$ cat config.mk
export PLATFORM = sky130hd
export DESIGN_NAME = ntc_table_search_interpolate
export DESIGN_NICKNAME = d
export VERILOG_FILES = /design/src/ntc_tsi_pkg.sv /design/src/ntc_table_search_interpolate.sv /design/src/ntc_tsi_ram.sv /design/src/ntc_tsi_div.sv /design/src/ntc_tsi_search.sv
export SDC_FILE = /design/constraint.sdc
export NUM_CORES = 2
export LEC_CHECK = 0
export BUFFER_PORTS_ARGS = -buffer_cell sky130_fd_sc_hd__buf_2
export CAP_MARGIN = 5
export CORE_MARGIN = 2
export CORE_UTILIZATION = 25
export CTS_CLUSTER_DIAMETER = 30
export DETAILED_ROUTE_END_ITERATION = 12
export HOLD_SLACK_MARGIN = 0.12
export MAX_ROUTING_LAYER = met4
export SKIP_LAST_GASP = 1
export SYNTH_ARGS = -nofsm -noshare
export SYNTH_HDL_FRONTEND = slang
export SYNTH_SLANG_ARGS = --single-unit
$ cat constraint.sdc
create_clock -name clk -period 8.1 [get_ports clk]
set_input_delay 0.81 -clock clk [delete_from_list [all_inputs] [get_ports clk]]
set_output_delay 0.81 -clock clk [all_outputs]
set_load 0.005 [all_outputs]
$ cat src/ntc_tsi_pkg.sv
`timescale 1ns / 1ps
// ----------------------------------------------------------------------------
// ntc_tsi_pkg
// Shared widths, codes and types of the thermistor table lookup block.
// ----------------------------------------------------------------------------
package ntc_tsi_pkg;

	localparam int ADC_W         = 10;
	localparam int ENTRY_IDX_W   = 8;
	localparam int TEMP_W        = 17;
	localparam int STATUS_W      = 2;
	localparam int CFG_IDX_W     = 1;
	localparam int CFG_DATA_W    = 9;
	localparam int CFG_ENTRIES_W = 9;
	localparam int CFG_OFFSET_W  = 8;

	localparam logic [CFG_ENTRIES_W-1:0] ENTRIES_RST = 9'd201;
	localparam logic [CFG_OFFSET_W-1:0]  OFFSET_RST  = 8'd72;

	localparam logic REQ_LOAD = 1'b0;
	localparam logic REQ_CONV = 1'b1;

	localparam logic [CFG_IDX_W-1:0] CFG_ENTRIES = 1'b0;
	localparam logic [CFG_IDX_W-1:0] CFG_OFFSET  = 1'b1;

	localparam logic [STATUS_W-1:0] RS_IN_RANGE = 2'd0;
	localparam logic [STATUS_W-1:0] RS_BELOW    = 2'd1;
	localparam logic [STATUS_W-1:0] RS_ABOVE    = 2'd2;

	typedef struct packed {
		logic                done;
		logic [STATUS_W-1:0] status;
		logic                zero;
		logic                frac;
	} srch_res_t;

endpackage

$ cat src/ntc_table_search_interpolate.sv
`timescale 1ns / 1ps
// ----------------------------------------------------------------------------
// ntc_table_search_interpolate
// Thermistor ADC sample to Q-format temperature via a loadable table,
// binary search and linear interpolation.
// ----------------------------------------------------------------------------
// A load item (req_type 0) writes one table entry and leaves the block free;
// loads beyond TABLE_DEPTH are dropped. A convert item (req_type 1) is
// searched one item at a time: each search probe reads the middle entry
// through the table memory's read port, then the upper or lower neighbour
// (and entry 0 on a downward miss), and a search takes about
// ceil(log2(entries_in_use)) + 1 probes. An in-range hit that falls between
// entries then runs a restoring divider for FRAC_BITS + 1 quotient bits,
// with its start and done strobes registered. The next item can be taken
// in the cycle after the result leaves the search. The result sits in an
// output register, so the next item is taken while it waits. Table entries
// have no reset: every entry a conversion may touch must be loaded first.
// The table must ascend with index.
// ----------------------------------------------------------------------------
module ntc_table_search_interpolate #(
	parameter int TABLE_DEPTH = 256,
	parameter int ADC_BITS    = 10,
	parameter int FRAC_BITS   = 8
) (
	input  logic                                   clk,
	input  logic                                   arst_n,
	input  logic                                   in_valid,
	output logic                                   in_stall,
	input  logic                                   req_type,
	input  logic [ntc_tsi_pkg::ENTRY_IDX_W-1:0]    entry_index,
	input  logic [ntc_tsi_pkg::ADC_W-1:0]          entry_value,
	input  logic [ntc_tsi_pkg::ADC_W-1:0]          adc_sample,
	output logic                                   out_valid,
	input  logic                                   out_stall,
	output logic signed [ntc_tsi_pkg::TEMP_W-1:0]  temperature_q8,
	output logic [ntc_tsi_pkg::STATUS_W-1:0]       range_status,
	input  logic                                   cfg_valid,
	output logic                                   cfg_ready,
	input  logic [ntc_tsi_pkg::CFG_IDX_W-1:0]      cfg_index,
	input  logic [ntc_tsi_pkg::CFG_DATA_W-1:0]     cfg_data
);

	import ntc_tsi_pkg::*;

	localparam int IDX_W = $clog2(TABLE_DEPTH);
	localparam int CW0   = $clog2(TABLE_DEPTH + 1);
	localparam int CW    = (CW0 > CFG_ENTRIES_W) ? CW0 : CFG_ENTRIES_W;
	localparam int BW    = (IDX_W > CFG_OFFSET_W) ? IDX_W : CFG_OFFSET_W;
	localparam int SW0   = BW + FRAC_BITS + 3;
	localparam int SW    = (SW0 > TEMP_W + 1) ? SW0 : TEMP_W + 1;
	localparam logic signed [SW-1:0] T_MIN = SW'(-65536);
	localparam logic signed [SW-1:0] T_MAX = SW'(65535);

	logic [CFG_ENTRIES_W-1:0] entries_q;
	logic [CFG_OFFSET_W-1:0]  offset_q;
	logic [CW-1:0]            n_ext;
	logic [CW-1:0]            n_cl;
	logic [IDX_W-1:0]         last_idx;

	logic                     in_acc;
	logic                     conv_start;
	logic                     tbl_we;
	logic [ADC_W+ADC_BITS-1:0] sample_ext;
	logic [ADC_W+ADC_BITS-1:0] value_ext;
	logic [ADC_BITS-1:0]      sample_w;
	logic [ADC_BITS-1:0]      value_w;

	logic [IDX_W-1:0]         rd_addr;
	logic [ADC_BITS-1:0]      rd_data;
	logic                     div_start;
	logic [ADC_BITS-1:0]      div_diff;
	logic [ADC_BITS-1:0]      div_den;
	logic                     div_done;
	logic [FRAC_BITS:0]       div_quot;
	srch_res_t                res;
	logic [IDX_W-1:0]         base_idx;
	logic                     busy;
	logic                     res_ready;

	logic signed [SW-1:0]     whole_v;
	logic signed [SW-1:0]     sum_v;
	logic signed [SW-1:0]     sat_v;

	logic                     out_valid_q;
	logic signed [TEMP_W-1:0] temp_q;
	logic [STATUS_W-1:0]      status_q;

	// configuration
	assign cfg_ready = 1'b1;

	always_ff @(posedge clk or negedge arst_n) begin
		if (!arst_n) begin
			entries_q <= ENTRIES_RST;
			offset_q  <= OFFSET_RST;
		end else if (cfg_valid && cfg_ready) begin
			case (cfg_index)
				CFG_ENTRIES: entries_q <= cfg_data;
				CFG_OFFSET:  offset_q  <= cfg_data[CFG_OFFSET_W-1:0];
				default: begin
				end
			endcase
		end
	end

	assign n_ext    = CW'(entries_q);
	assign n_cl     = (n_ext < CW'(2)) ? CW'(2) :
	                  ((n_ext > CW'(TABLE_DEPTH)) ? CW'(TABLE_DEPTH) : n_ext);
	assign last_idx = IDX_W'(n_cl - CW'(1));

	// input side
	assign in_stall   = busy;
	assign in_acc     = in_valid && !in_stall;
	assign conv_start = in_acc && (req_type == REQ_CONV);
	assign tbl_we     = in_acc && (req_type == REQ_LOAD) &&
	                    (CW'(entry_index) < CW'(TABLE_DEPTH));
	assign sample_ext = {{ADC_BITS{1'b0}}, adc_sample};
	assign value_ext  = {{ADC_BITS{1'b0}}, entry_value};
	assign sample_w   = sample_ext[ADC_BITS-1:0];
	assign value_w    = value_ext[ADC_BITS-1:0];

	ntc_tsi_ram #(
		.DEPTH (TABLE_DEPTH),
		.WIDTH (ADC_BITS)
	) u_ram (
		.clk   (clk),
		.we    (tbl_we),
		.waddr (IDX_W'(entry_index)),
		.wdata (value_w),
		.raddr (rd_addr),
		.rdata (rd_data)
	);

	ntc_tsi_search #(
		.IDX_W    (IDX_W),
		.ADC_BITS (ADC_BITS)
	) u_search (
		.clk       (clk),
		.arst_n    (arst_n),
		.start     (conv_start),
		.sample    (sample_w),
		.last_idx  (last_idx),
		.res_ready (res_ready),
		.rd_addr   (rd_addr),
		.rd_data   (rd_data),
		.div_start (div_start),
		.div_diff  (div_diff),
		.div_den   (div_den),
		.div_done  (div_done),
		.res       (res),
		.base_idx  (base_idx),
		.busy      (busy)
	);

	ntc_tsi_div #(
		.ADC_BITS  (ADC_BITS),
		.FRAC_BITS (FRAC_BITS)
	) u_div (
		.clk    (clk),
		.arst_n (arst_n),
		.start  (div_start),
		.diff   (div_diff),
		.den    (div_den),
		.done   (div_done),
		.quot   (div_quot)
	);

	// (base - offset) * 2^FRAC + fraction, saturated; zero for a below-range result
	always_comb begin
		whole_v = $signed(SW'(base_idx)) - $signed(SW'(offset_q));
		sum_v   = (whole_v <<< FRAC_BITS) + (res.frac ? $signed(SW'(div_quot)) : '0);
		if (res.zero) begin
			sat_v = '0;
		end else if (sum_v < T_MIN) begin
			sat_v = T_MIN;
		end else if (sum_v > T_MAX) begin
			sat_v = T_MAX;
		end else begin
			sat_v = sum_v;
		end
	end

	// output register
	assign res_ready = !out_valid_q || !out_stall;

	always_ff @(posedge clk or negedge arst_n) begin
		if (!arst_n) begin
			out_valid_q <= 1'b0;
		end else if (res.done) begin
			out_valid_q <= 1'b1;
		end else if (!out_stall) begin
			out_valid_q <= 1'b0;
		end
	end

	always_ff @(posedge clk) begin
		if (res.done) begin
			temp_q   <= sat_v[TEMP_W-1:0];
			status_q <= res.status;
		end
	end

	assign out_valid      = out_valid_q;
	assign temperature_q8 = temp_q;
	assign range_status   = status_q;

endmodule

$ cat src/ntc_tsi_ram.sv
`timescale 1ns / 1ps
// ----------------------------------------------------------------------------
// ntc_tsi_ram
// Calibration table: one write port, one read port, registered read data.
// ----------------------------------------------------------------------------
module ntc_tsi_ram #(
	parameter int DEPTH = 256,
	parameter int WIDTH = 10
) (
	input  logic                     clk,
	input  logic                     we,
	input  logic [$clog2(DEPTH)-1:0] waddr,
	input  logic [WIDTH-1:0]         wdata,
	input  logic [$clog2(DEPTH)-1:0] raddr,
	output logic [WIDTH-1:0]         rdata
);

	logic [WIDTH-1:0] mem [DEPTH];

	always_ff @(posedge clk) begin
		if (we) begin
			mem[waddr] <= wdata;
		end
	end

	always_ff @(posedge clk) begin
		rdata <= mem[raddr];
	end

endmodule

$ cat src/ntc_tsi_div.sv
`timescale 1ns / 1ps
// ----------------------------------------------------------------------------
// ntc_tsi_div
// Restoring divider for the segment fraction, one quotient bit per cycle.
// Dividend is diff * 2^FRAC_BITS with diff <= den.
// ----------------------------------------------------------------------------
module ntc_tsi_div #(
	parameter int ADC_BITS  = 10,
	parameter int FRAC_BITS = 8
) (
	input  logic                 clk,
	input  logic                 arst_n,
	input  logic                 start,
	input  logic [ADC_BITS-1:0]  diff,
	input  logic [ADC_BITS-1:0]  den,
	output logic                 done,
	output logic [FRAC_BITS:0]   quot
);

	localparam int QW    = FRAC_BITS + 1;
	localparam int CNT_W = $clog2(FRAC_BITS + 2);

	logic                busy_q;
	logic                done_q;
	logic [CNT_W-1:0]    cnt_q;
	logic [ADC_BITS:0]   rem_q;
	logic [ADC_BITS-1:0] den_q;
	logic [QW-1:0]       quot_q;
	logic                ge;
	logic [ADC_BITS:0]   rsub;

	assign ge   = rem_q >= {1'b0, den_q};
	assign rsub = ge ? (rem_q - {1'b0, den_q}) : rem_q;

	always_ff @(posedge clk or negedge arst_n) begin
		if (!arst_n) begin
			busy_q <= 1'b0;
			done_q <= 1'b0;
			cnt_q  <= '0;
		end else begin
			done_q <= 1'b0;
			if (start) begin
				busy_q <= 1'b1;
				cnt_q  <= CNT_W'(FRAC_BITS + 1);
			end else if (busy_q) begin
				cnt_q <= cnt_q - CNT_W'(1);
				if (cnt_q == CNT_W'(1)) begin
					busy_q <= 1'b0;
					done_q <= 1'b1;
				end
			end
		end
	end

	always_ff @(posedge clk) begin
		if (start) begin
			rem_q  <= {1'b0, diff};
			den_q  <= den;
			quot_q <= '0;
		end else if (busy_q) begin
			rem_q  <= rsub << 1;
			quot_q <= (quot_q << 1) | QW'(ge);
		end
	end

	assign done = done_q;
	assign quot = quot_q;

endmodule

$ cat src/ntc_tsi_search.sv
`timescale 1ns / 1ps
// ----------------------------------------------------------------------------
// ntc_tsi_search
// Binary search sequencer over the table memory; finds the bracketing
// segment and hands the fraction to the divider.
// ----------------------------------------------------------------------------
module ntc_tsi_search #(
	parameter int IDX_W    = 8,
	parameter int ADC_BITS = 10
) (
	input  logic                   clk,
	input  logic                   arst_n,
	input  logic                   start,
	input  logic [ADC_BITS-1:0]    sample,
	input  logic [IDX_W-1:0]       last_idx,
	input  logic                   res_ready,
	output logic [IDX_W-1:0]       rd_addr,
	input  logic [ADC_BITS-1:0]    rd_data,
	output logic                   div_start,
	output logic [ADC_BITS-1:0]    div_diff,
	output logic [ADC_BITS-1:0]    div_den,
	input  logic                   div_done,
	output ntc_tsi_pkg::srch_res_t res,
	output logic [IDX_W-1:0]       base_idx,
	output logic                   busy
);

	import ntc_tsi_pkg::*;

	typedef enum logic [2:0] {
		S_IDLE,
		S_PM,
		S_PUP,
		S_PDN,
		S_PT0,
		S_DIV,
		S_FIN
	} state_t;

	state_t               state_q, state_d;
	logic [IDX_W-1:0]     left_q, left_d;
	logic [IDX_W-1:0]     right_q, right_d;
	logic [IDX_W-1:0]     m_q, m_d;
	logic [ADC_BITS-1:0]  sample_q, sample_d;
	logic [ADC_BITS-1:0]  tm_q, tm_d;
	logic [IDX_W-1:0]     base_q, base_d;
	logic [STATUS_W-1:0]  status_q, status_d;
	logic                 zero_q, zero_d;
	logic                 frac_q, frac_d;
	logic                 dstart_q, dstart_d;
	logic [ADC_BITS-1:0]  diff_q, diff_d;
	logic [ADC_BITS-1:0]  den_q, den_d;

	logic                 gt;
	logic                 lt;
	logic [IDX_W-1:0]     nm_up;
	logic [IDX_W-1:0]     nm_dn;

	assign gt    = sample_q > rd_data;
	assign lt    = sample_q < rd_data;
	assign nm_up = m_q + ((right_q - m_q) >> 1);
	assign nm_dn = left_q + ((m_q - left_q) >> 1);

	always_comb begin
		state_d  = state_q;
		left_d   = left_q;
		right_d  = right_q;
		m_d      = m_q;
		sample_d = sample_q;
		tm_d     = tm_q;
		base_d   = base_q;
		status_d = status_q;
		zero_d   = zero_q;
		frac_d   = frac_q;
		dstart_d = 1'b0;
		diff_d   = diff_q;
		den_d    = den_q;
		rd_addr  = m_q;
		case (state_q)
			S_IDLE: begin
				rd_addr = last_idx >> 1;
				if (start) begin
					sample_d = sample;
					left_d   = '0;
					right_d  = last_idx;
					m_d      = last_idx >> 1;
					state_d  = S_PM;
				end
			end
			S_PM: begin
				tm_d = rd_data;
				if (!gt && !lt) begin
					base_d   = m_q;
					status_d = RS_IN_RANGE;
					zero_d   = 1'b0;
					frac_d   = 1'b0;
					state_d  = S_FIN;
				end else if (gt) begin
					if (m_q != last_idx) begin
						rd_addr = m_q + IDX_W'(1);
						state_d = S_PUP;
					end else if (m_q == left_q) begin
						base_d   = last_idx;
						status_d = RS_ABOVE;
						zero_d   = 1'b0;
						frac_d   = 1'b0;
						state_d  = S_FIN;
					end else begin
						left_d  = m_q;
						m_d     = nm_up;
						rd_addr = nm_up;
					end
				end else if (m_q != '0) begin
					rd_addr = m_q - IDX_W'(1);
					state_d = S_PDN;
				end else begin
					status_d = RS_BELOW;
					zero_d   = 1'b1;
					frac_d   = 1'b0;
					state_d  = S_FIN;
				end
			end
			S_PUP: begin
				if (!gt) begin
					base_d   = m_q;
					diff_d   = sample_q - tm_q;
					den_d    = rd_data - tm_q;
					dstart_d = 1'b1;
					status_d = RS_IN_RANGE;
					zero_d   = 1'b0;
					frac_d   = 1'b1;
					state_d  = S_DIV;
				end else if (m_q == left_q) begin
					base_d   = last_idx;
					status_d = RS_ABOVE;
					zero_d   = 1'b0;
					frac_d   = 1'b0;
					state_d  = S_FIN;
				end else begin
					left_d  = m_q;
					m_d     = nm_up;
					rd_addr = nm_up;
					state_d = S_PM;
				end
			end
			S_PDN: begin
				if (!lt) begin
					base_d   = m_q - IDX_W'(1);
					diff_d   = sample_q - rd_data;
					den_d    = tm_q - rd_data;
					dstart_d = 1'b1;
					status_d = RS_IN_RANGE;
					zero_d   = 1'b0;
					frac_d   = 1'b1;
					state_d  = S_DIV;
				end else begin
					rd_addr = '0;
					state_d = S_PT0;
				end
			end
			S_PT0: begin
				if (lt || (m_q == right_q)) begin
					status_d = RS_BELOW;
					zero_d   = 1'b1;
					frac_d   = 1'b0;
					state_d  = S_FIN;
				end else begin
					right_d = m_q;
					m_d     = nm_dn;
					rd_addr = nm_dn;
					state_d = S_PM;
				end
			end
			S_DIV: begin
				if (div_done) begin
					state_d = S_FIN;
				end
			end
			S_FIN: begin
				if (res_ready) begin
					state_d = S_IDLE;
				end
			end
			default: begin
				state_d = S_IDLE;
			end
		endcase
	end

	always_ff @(posedge clk or negedge arst_n) begin
		if (!arst_n) begin
			state_q  <= S_IDLE;
			dstart_q <= 1'b0;
		end else begin
			state_q  <= state_d;
			dstart_q <= dstart_d;
		end
	end

	always_ff @(posedge clk) begin
		left_q   <= left_d;
		right_q  <= right_d;
		m_q      <= m_d;
		sample_q <= sample_d;
		tm_q     <= tm_d;
		base_q   <= base_d;
		status_q <= status_d;
		zero_q   <= zero_d;
		frac_q   <= frac_d;
		diff_q   <= diff_d;
		den_q    <= den_d;
	end

	assign div_start  = dstart_q;
	assign div_diff   = diff_q;
	assign div_den    = den_q;
	assign res.done   = (state_q == S_FIN) && res_ready;
	assign res.status = status_q;
	assign res.zero   = zero_q;
	assign res.frac   = frac_q;
	assign base_idx   = base_q;
	assign busy       = state_q != S_IDLE;

endmodule

======== Word level (Yosys, flattened, before mapping) ========
Memory sizes are Yosys's and may differ from the RTL's. A register that Yosys moved wholly into a read port is not among the register bits.
Cells that the tools add are included.
word-level totals
  input bits .............................. 44
  register bits after elaboration ......... 153
  bits in writable memories ............... 2560
  memories kept ........................... 1
  word-level logic and storage cells ...... 212
  output and inout bits ................... 22
cells by class
  equal/unequal tests ..................... 27
  add/subtract/negate cells ............... 15
  bitwise logic cells ..................... 3
  reductions and logical operators ........ 33
  muxes and demuxes ....................... 100
  magnitude comparators ................... 7
memory list
  memory     depth  bits a word  read ports  clocked after Yosys merged registers in  wr ports  RTL line           source
  u_ram.mem  256    10           1           1                                        1         ntc_tsi_ram.sv:18  logic [WIDTH-1:0] mem [DEPTH];
operators by type and width
  cell                                                                            number
  8-bit two-way mux                                                               28
  10-bit two-way mux                                                              7
  10-bit subtractor                                                               5
  8-bit case mux with 3 select lines                                              2
  10-bit case mux with 2 select lines                                             2
  8-bit case mux with 5 select lines                                              1
  17-bit two-way mux                                                              2
  3-bit two-way mux                                                               11
  8-bit case mux with 4 select lines                                              1
  1-bit two-way mux                                                               29
  3-bit case mux with 7 select lines                                              1
  17-bit by 10-bit adder with 18-bit output                                       1
  18-bit by 17-bit > comparator with 1-bit output, second input constant          1
  18-bit by 17-bit less-than comparator with 1-bit output, second input constant  1
  8-bit by 7-bit adder with 8-bit output                                          2
  8-bit equality test                                                             2
  2-bit two-way mux                                                               8
  8-bit case mux with 2 select lines                                              1
  8-bit by 1-bit subtractor with 8-bit output, second input constant              2
  8-bit subtractor                                                                2
  2-bit by 1-bit != test with 1-bit output, second input constant                 6
  2-bit != test, second input constant                                            6
  11-bit by 10-bit greater-or-equal comparator with 1-bit output                  1
  10-bit > comparator                                                             1
  other kinds (37)                                                                62

======== Depth between registers and ports, before layout ========
  depth after elaboration ................. 9
  depth in mapped cells ................... 25
  gate-level depth less buffers ........... 23

======== Modules after synthesis ========
Synthesis repeated with hierarchy kept, for this count alone.
second synthesis, totals
  cell total of the unflattened synthesis .. 5873
  area, all modules ....................... 110777.5 µm²
modules (own cells, without submodules)
  module                        area an instance (µm²)  sequential area each (µm²)  cells each  instances
  ntc_tsi_ram                   99253.9                 77073.9                     4642        1
  ntc_tsi_search                7315.8                  2382.3                      841         1
  ntc_table_search_interpolate  2243.4                  1028.5                      211         1
  ntc_tsi_div                   1964.4                  950.9                       179         1

======== Worst setup path before layout ========
Ideal clock, no wire load.
  path kind ............................... reg2reg
  start ................................... register u_search.m_q[0]
  end ..................................... register u_ram.rdata[0], read port of u_ram.mem
  buffers on the path ..................... 3
  slack ................................... 3.313 ns
  setup time .............................. 0.126 ns
  arrival time ............................ 4.662 ns
  period minus slack after synthesis ...... 4.787 ns
  required time ........................... 7.974 ns
  cell stages (with the launch flop) ...... 23
  cells stage by stage .................... edfxtp_1 clkbuf_1 inv_1 ha_1 inv_1 fa_1 ha_1 inv_1 fa_1 nand2b_1 a211oi_1 or3_1 o221ai_1 a2111oi_0 a21oi_1 nor4_1 nand2_1 buf_2 buf_2 o22ai_1 a211oi_1 nand3_1 nand4_1
on the way
  cells in the longest elaborated chain, start to end .. 7
  elaborated cells between the ends (all ways) .. 20
  classes of those cells .................. 6 x add/sub; 3 x eq/ne; 9 x mux; 2 x reduce/logical
RTL lines
  what                                    RTL line                                      source
  start, declared                         ntc_tsi_search.sv:43                          logic [IDX_W-1:0] m_q, m_d;
  start signal, assigned                  ntc_tsi_search.sv:203                         m_q <= m_d;
  8-bit subtractor                        ntc_tsi_search.sv:61                          assign nm_up = m_q + ((right_q - m_q) >> 1);
  8-bit by 7-bit adder with 8-bit output  ntc_tsi_search.sv:61
  8-bit two-way mux                       ntc_tsi_search.sv:102, ntc_tsi_search.sv:133
  8-bit two-way mux                       ntc_tsi_search.sv:99                          if (m_q != last_idx) begin
  8-bit two-way mux                       ntc_tsi_search.sv:98                          end else if (gt) begin
  8-bit two-way mux                       ntc_tsi_search.sv:92                          if (!gt && !lt) begin
  8-bit case mux with 5 select lines *    ntc_tsi_search.sv:79                          case (state_q)
  end, declared                           ntc_tsi_ram.sv:15                             output logic [WIDTH-1:0] rdata
Mark *: on every way between the ends. The rest lies on a longest branch, timed or not.
A chain may end at the register's enable or synchronous reset.

======== Worst setup path after layout ========
  start ................................... register entries_q[3]
  end ..................................... register u_ram.rdata[4], read port of u_ram.mem
on the way
  cells in the longest elaborated chain, start to end .. 9
  elaborated cells between the ends (all ways) .. 10
  classes of those cells .................. 1 x add/sub; 2 x order compare; 1 x eq/ne; 6 x mux
RTL lines
  what                                           RTL line                             source
  start, declared                                ntc_table_search_interpolate.sv:54   logic [CFG_ENTRIES_W-1:0] entries_q;
  start signal, assigned                         ntc_table_search_interpolate.sv:97   CFG_ENTRIES: entries_q <= cfg_data;
  9-bit > comparator                             ntc_table_search_interpolate.sv:107  ((n_ext > CW'(TABLE_DEPTH)) ? CW'(TABLE_DEPTH) : n_ext);
  8-bit two-way mux                              ntc_table_search_interpolate.sv:107
  8-bit two-way mux *                            ntc_table_search_interpolate.sv:106  assign n_cl = (n_ext < CW'(2)) ? CW'(2) :
  8-bit by 1-bit subtractor with 8-bit output *  ntc_table_search_interpolate.sv:108  assign last_idx = IDX_W'(n_cl - CW'(1));
  8-bit != test                                  ntc_tsi_search.sv:99
  8-bit two-way mux                              ntc_tsi_search.sv:99
  8-bit two-way mux                              ntc_tsi_search.sv:98
  8-bit two-way mux                              ntc_tsi_search.sv:92
  8-bit case mux with 5 select lines *           ntc_tsi_search.sv:79
Marked as above.

==> impl_table.tex <==
\begin{tabular}{lr}
\hline
Metric & Value \\
\hline
\multicolumn{2}{l}{\textbf{Global route}} \\
\quad Global-route usage over all layers & 14.18\% \\
\quad Initial antenna violation count & 15 \\
\quad Maximum number of pins on one net before global-route repair & 161 \\
\quad First-pass GRT wire length & 467700 µm \\
\quad Grt total ovfl & 0 \\
\quad Vias in the first global route & 65660 \\
\multicolumn{2}{l}{\textbf{Detailed routing}} \\
\quad First-pass iteration count of the detailed router & 6 \\
\quad DR vias & 68650 \\
\quad Aggregate routed wire length & 324400 µm \\
\quad Number of design rule violations left after detail routing & 0 \\
\quad DR vias/cell & 4.878 \\
\quad Initial drt markers & 8960 \\
\quad DR WL/cell & 23.05 µm \\
\quad Count of nets left with antenna violations after detail routing & 0 \\
\multicolumn{2}{l}{\textbf{Worst setup path}} \\
\quad Number of cells on the worst reg-to-reg path & 18 \\
\quad FF-to-FF Start & entries\_q[3] \\
\quad WP data required & 8.86 ns \\
\quad CP Class & register to register \\
\quad Critical path endpoint category & register \\
\quad Startpoint type of the worst setup path & register \\
\quad Arrival @ worst endpoint & 8.04 ns \\
\quad Worst reg2reg setup slack & 0.82 ns \\
\quad Maximum fanout along the worst path & 22 \\
\quad Reg2Reg Capture Point & u\_ram.rdata[4] \\
\multicolumn{2}{l}{\textbf{CTS}} \\
\quad \# clock sinks & 2723 \\
\quad Inserted Clock Buffers & 472 \\
\quad Buffer depth of the longest clock path & 4 \\
\quad Clock root buffer & sky130\_fd\_sc\_hd\_\_clkbuf\_16 \\
\quad CTS tree & done \\
\quad Worst skew pair latency & 0.98 ns \\
\quad Number of H-tree branching levels & 5 \\
\quad Clock-pin slew on the worst setup and hold paths & 0.06 ns \\
\multicolumn{2}{l}{\textbf{Status}} \\
\quad Outcome & completed \\
\multicolumn{2}{l}{\textbf{Synth}} \\
\quad Register bit count reported by yosys & 2723 \\
\quad Synthesized instance count & 7485 \\
\quad Mux contribution to synthesized area & 5.265\% \\
\quad Ys async rst share & 1.028\% \\
\quad Sequential-to-total area share from yosys stat & 73.16\% \\
\quad Main area contributors after synthesis & sky130\_fd\_sc\_hd\_\_edfxtp\_1 (72\%), sky130\_fd\_sc\_hd\_\_mux4\_2 (4.4\%), sky130\_fd\_sc\_hd\_\_nand2\_1 (4.1\%), sky130\_fd\_sc\_hd\_\_a21oi\_1 (2.1\%), sky130\_fd\_sc\_hd\_\_a22oi\_1 (1.6\%) \\
\quad Share of the synthesized area in compound gates (AO/OA/AOI/OAI) & 8.897\% \\
\quad Post-synthesis adder-cell area fraction & 1.203\% \\
\quad Post-synthesis net count & 7630 \\
\quad Fraction of synthesized cell area taken by the top area cell type & 72.16\% \\
\quad Dominant combinational cell family by area after synthesis & compound AO/OA/AOI/OAI gates \\
\quad Xor/xnor cell area share of the yosys netlist & 0.6261\% \\
\quad Library cell occupying the most area in the post-synthesis netlist & sky130\_fd\_sc\_hd\_\_edfxtp\_1 \\
\quad Primary flip-flop cell chosen by synthesis mapping & sky130\_fd\_sc\_hd\_\_edfxtp\_1 \\
\quad Mean instance size in the synthesized netlist & 14.87 µm² \\
\quad Post-synth EDFFs & 2675 \\
\quad Post-synthesis simple-gate area fraction & 8.460\% \\
\quad Synthesized area & 0.1113 mm² \\
\quad Number of synthesis warnings & 0 \\
\quad Distinct cell type count after synthesis & 92 \\
\multicolumn{2}{l}{\textbf{Worst hold path}} \\
\quad Cell depth of the worst min-delay path & 1 \\
\quad Worst hold-check path type & input port to register \\
\quad Launch point of the worst hold path & adc\_sample[0] \\
\quad Capture endpoint of the worst hold path & u\_search.sample\_q[0] \\
\multicolumn{2}{l}{\textbf{STA}} \\
\quad Slew Viols, Final & 0 \\
\quad Fin Clk Skew & 0.1202 ns \\
\quad Final critical delay including setup and external delays & 7.284 ns \\
\quad Highest clock rate & 0.1373 GHz \\
\quad Final setup fails & 0 \\
\quad Transition time of the tightest slew-check pin & 1.397 ns \\
\quad Unrepaired setup endpoints after global routing & no \\
\quad Setup TNS after final layout & 0 ns \\
\quad Max-slew headroom at the worst pin & 6.492\% \\
\quad Hold violation count in the final report & 0 \\
\quad Final WS setup & 0.8162 ns \\
\quad Final cycle utilization of the critical path & 89.92\% \\
\multicolumn{2}{l}{\textbf{Placement}} \\
\quad Number of buffer cells added on primary ports & 64 \\
\quad HPWL after detailed placement & 192600 µm \\
\quad Routability Congestion & 0.9192 \\
\quad Setup Slack @ Placement & 1.045 ns \\
\multicolumn{2}{l}{\textbf{Floorplanning}} \\
\quad I/O pin count & 66 \\
\quad Number of standard-cell rows in the floorplan & 245 \\
\quad Die Span X & 671.3 µm \\
\quad DIE HEIGHT & 671.3 µm \\
\quad Floorplan Core Area & 0.4442 mm² \\
\quad Die area & 0.4506 mm² \\
\quad Initial cell density of the core & 25.06\% \\
\multicolumn{2}{l}{\textbf{Final layout}} \\
\quad Final Net Count & 7857 \\
\quad Fillcell total & 43300 \\
\quad Area delta synth->final & 21.96\% \\
\quad Fraction of final layout cells sized beyond drive strength 1 & 16.62\% \\
\multicolumn{2}{l}{\textbf{Job}} \\
\quad Maximum capacitance violations & 0 \\
\hline
\end{tabular}
## registers in the layout (all words and copies together) (netlist names), 2 cells and up
name and cells:
entries_q 9, u_search.state_q 3, offset_q 8, u_div.rem_q 11
u_ram.rdata 10, u_div.cnt_q 4, u_ram.mem 2560, temperature_q8 17
u_search.status_q 2, u_search.left_q 8, u_search.base_idx 8, range_status 2
u_search.tm_q 10, u_search.right_q 8, u_div.quot 9, u_search.sample_q 10
u_search.div_diff 10, u_search.div_den 10, u_search.m_q 8, u_div.den_q 10
## worst max path at each step
stage / cells after the start / endpoint / slack, ns / from
4_1_cts: 18 / u_ram.rdata[4] / 1.04 / entries_q[3]
3_5_place_dp: 18 / u_ram.rdata[8] / 1.05 / entries_q[3]
3_3_place_gp: 18 / u_ram.rdata[4] / 1.08 / entries_q[3]
6_report: 18 / u_ram.rdata[4] / 0.82 / entries_q[3]
2_1_floorplan: 22 / u_ram.rdata[0] / 3.31 / u_search.m_q[0]
5_1_grt: 18 / u_ram.rdata[8] / 0.46 / entries_q[3]
## per-layer routing
layer / global-route usage, % / wire length, µm / vias up
met5: - / 0 / -
met4: 4.487 / 10360 / 0
met3: 3.226 / 32520 / 590
met2: 21.20 / 146700 / 3437
met1: 19.10 / 134900 / 34910
li1: - / - / 29710
## cell usage in the layout, fill, tap and decap left out, types with 68 or more instances in the layout
master,instances
sky130_fd_sc_hd__clkinv_2,69
sky130_fd_sc_hd__mux2i_1,68
sky130_fd_sc_hd__and3_1,192
sky130_fd_sc_hd__inv_1,110
sky130_fd_sc_hd__nand3_1,173
sky130_fd_sc_hd__ha_1,91
sky130_fd_sc_hd__clkbuf_16,478
sky130_fd_sc_hd__edfxtp_1,2675
sky130_fd_sc_hd__o22ai_1,106
sky130_fd_sc_hd__nand2_1,1197
sky130_fd_sc_hd__nor2_1,383
sky130_fd_sc_hd__o21ai_0,78
sky130_fd_sc_hd__buf_4,133
sky130_fd_sc_hd__a22oi_1,238
sky130_fd_sc_hd__a31oi_1,152
sky130_fd_sc_hd__bufinv_16,82
sky130_fd_sc_hd__mux4_2,218
sky130_fd_sc_hd__a21oi_1,456
sky130_fd_sc_hd__a211oi_1,211
## timing repair
item                                   CTS  global route
setup endpoints to repair                0             0
setup buffers                            0             0
endpoints found under the hold margin   32             0
hold buffers                            11             0
resized for setup                        0             0
## cells in the mapped netlist (27+ instances only)
master,count
sky130_fd_sc_hd__edfxtp_1,2675
sky130_fd_sc_hd__nand2_1,1208
sky130_fd_sc_hd__a21oi_1,458
sky130_fd_sc_hd__nor2_1,385
sky130_fd_sc_hd__clkbuf_1,261
sky130_fd_sc_hd__a22oi_1,238
sky130_fd_sc_hd__mux4_2,218
sky130_fd_sc_hd__a211oi_1,211
sky130_fd_sc_hd__and3_1,193
sky130_fd_sc_hd__nand3_1,179
sky130_fd_sc_hd__a31oi_1,153
sky130_fd_sc_hd__buf_2,122
sky130_fd_sc_hd__inv_1,110
sky130_fd_sc_hd__o22ai_1,107
sky130_fd_sc_hd__ha_1,91
sky130_fd_sc_hd__o21ai_0,78
sky130_fd_sc_hd__mux2i_1,68
sky130_fd_sc_hd__buf_1,58
sky130_fd_sc_hd__nand4_1,50
sky130_fd_sc_hd__xnor2_1,44
sky130_fd_sc_hd__o221ai_1,41
sky130_fd_sc_hd__nor3_1,33
sky130_fd_sc_hd__xor2_1,33
sky130_fd_sc_hd__a32oi_1,30
sky130_fd_sc_hd__nor4_1,28
sky130_fd_sc_hd__buf_4,27
## cells by family after synthesis
kind of cell,count (synthesis)
XOR/XNOR,78
buffers and inverters,599
other,1
flip-flops,2723
adder cells (fa/ha/maj),101
AO/OA/AOI/OAI,1502
multiplexers,310
AND/OR/NAND/NOR,2171
## worst max-delay path, cell delays in order, from the launching register on
cell                        delay (ns)
sky130_fd_sc_hd__dfstp_2          0.58
sky130_fd_sc_hd__nor3_1           0.11
sky130_fd_sc_hd__a311oi_1         0.62
sky130_fd_sc_hd__inv_1            0.10
sky130_fd_sc_hd__ha_1             0.35
sky130_fd_sc_hd__nor3b_1          0.20
sky130_fd_sc_hd__xnor2_1          0.27
sky130_fd_sc_hd__o311ai_1         0.17
sky130_fd_sc_hd__a2111oi_4        0.49
sky130_fd_sc_hd__and3_1           0.68
sky130_fd_sc_hd__mux2_1           0.47
sky130_fd_sc_hd__a31o_2           0.40
sky130_fd_sc_hd__nor2_4           0.63
sky130_fd_sc_hd__buf_4            0.45
sky130_fd_sc_hd__nand2_1          0.47
sky130_fd_sc_hd__o221ai_1         0.70
sky130_fd_sc_hd__nor4_1           0.14
sky130_fd_sc_hd__nand2_1          0.19
sky130_fd_sc_hd__nand4_1          0.10
## area by class of cell
class	count	area [µm²]	area share (%)
inverters	111	416.7	0.3069
multi-input cells	4163	27410	20.19
repair buffers	241	2190	1.613
well taps	5928	7417	5.463
clock inverters	375	4715	3.473
flip-flops and latches	2723	81440	59.98
diodes	12	30.03	0.02212
clock buffers	520	12150	8.949
## stage by stage
step	std cells	instance area [µm²]	hold slack, ns	utilization [%]
floorplan	7485	111300	0.4003	-
global placement	13160	118800	0.4046	26.74
detailed placement	13160	118800	0.4045	26.74
CTS	14060	135700	0.1259	30.56
global route	14070	135800	0.1578	30.56
finish	14070	135800	0.1750	30.56
Power is not shown: default switching activity piles up to over one toggle a cycle in this logic, so the estimate is an artifact.
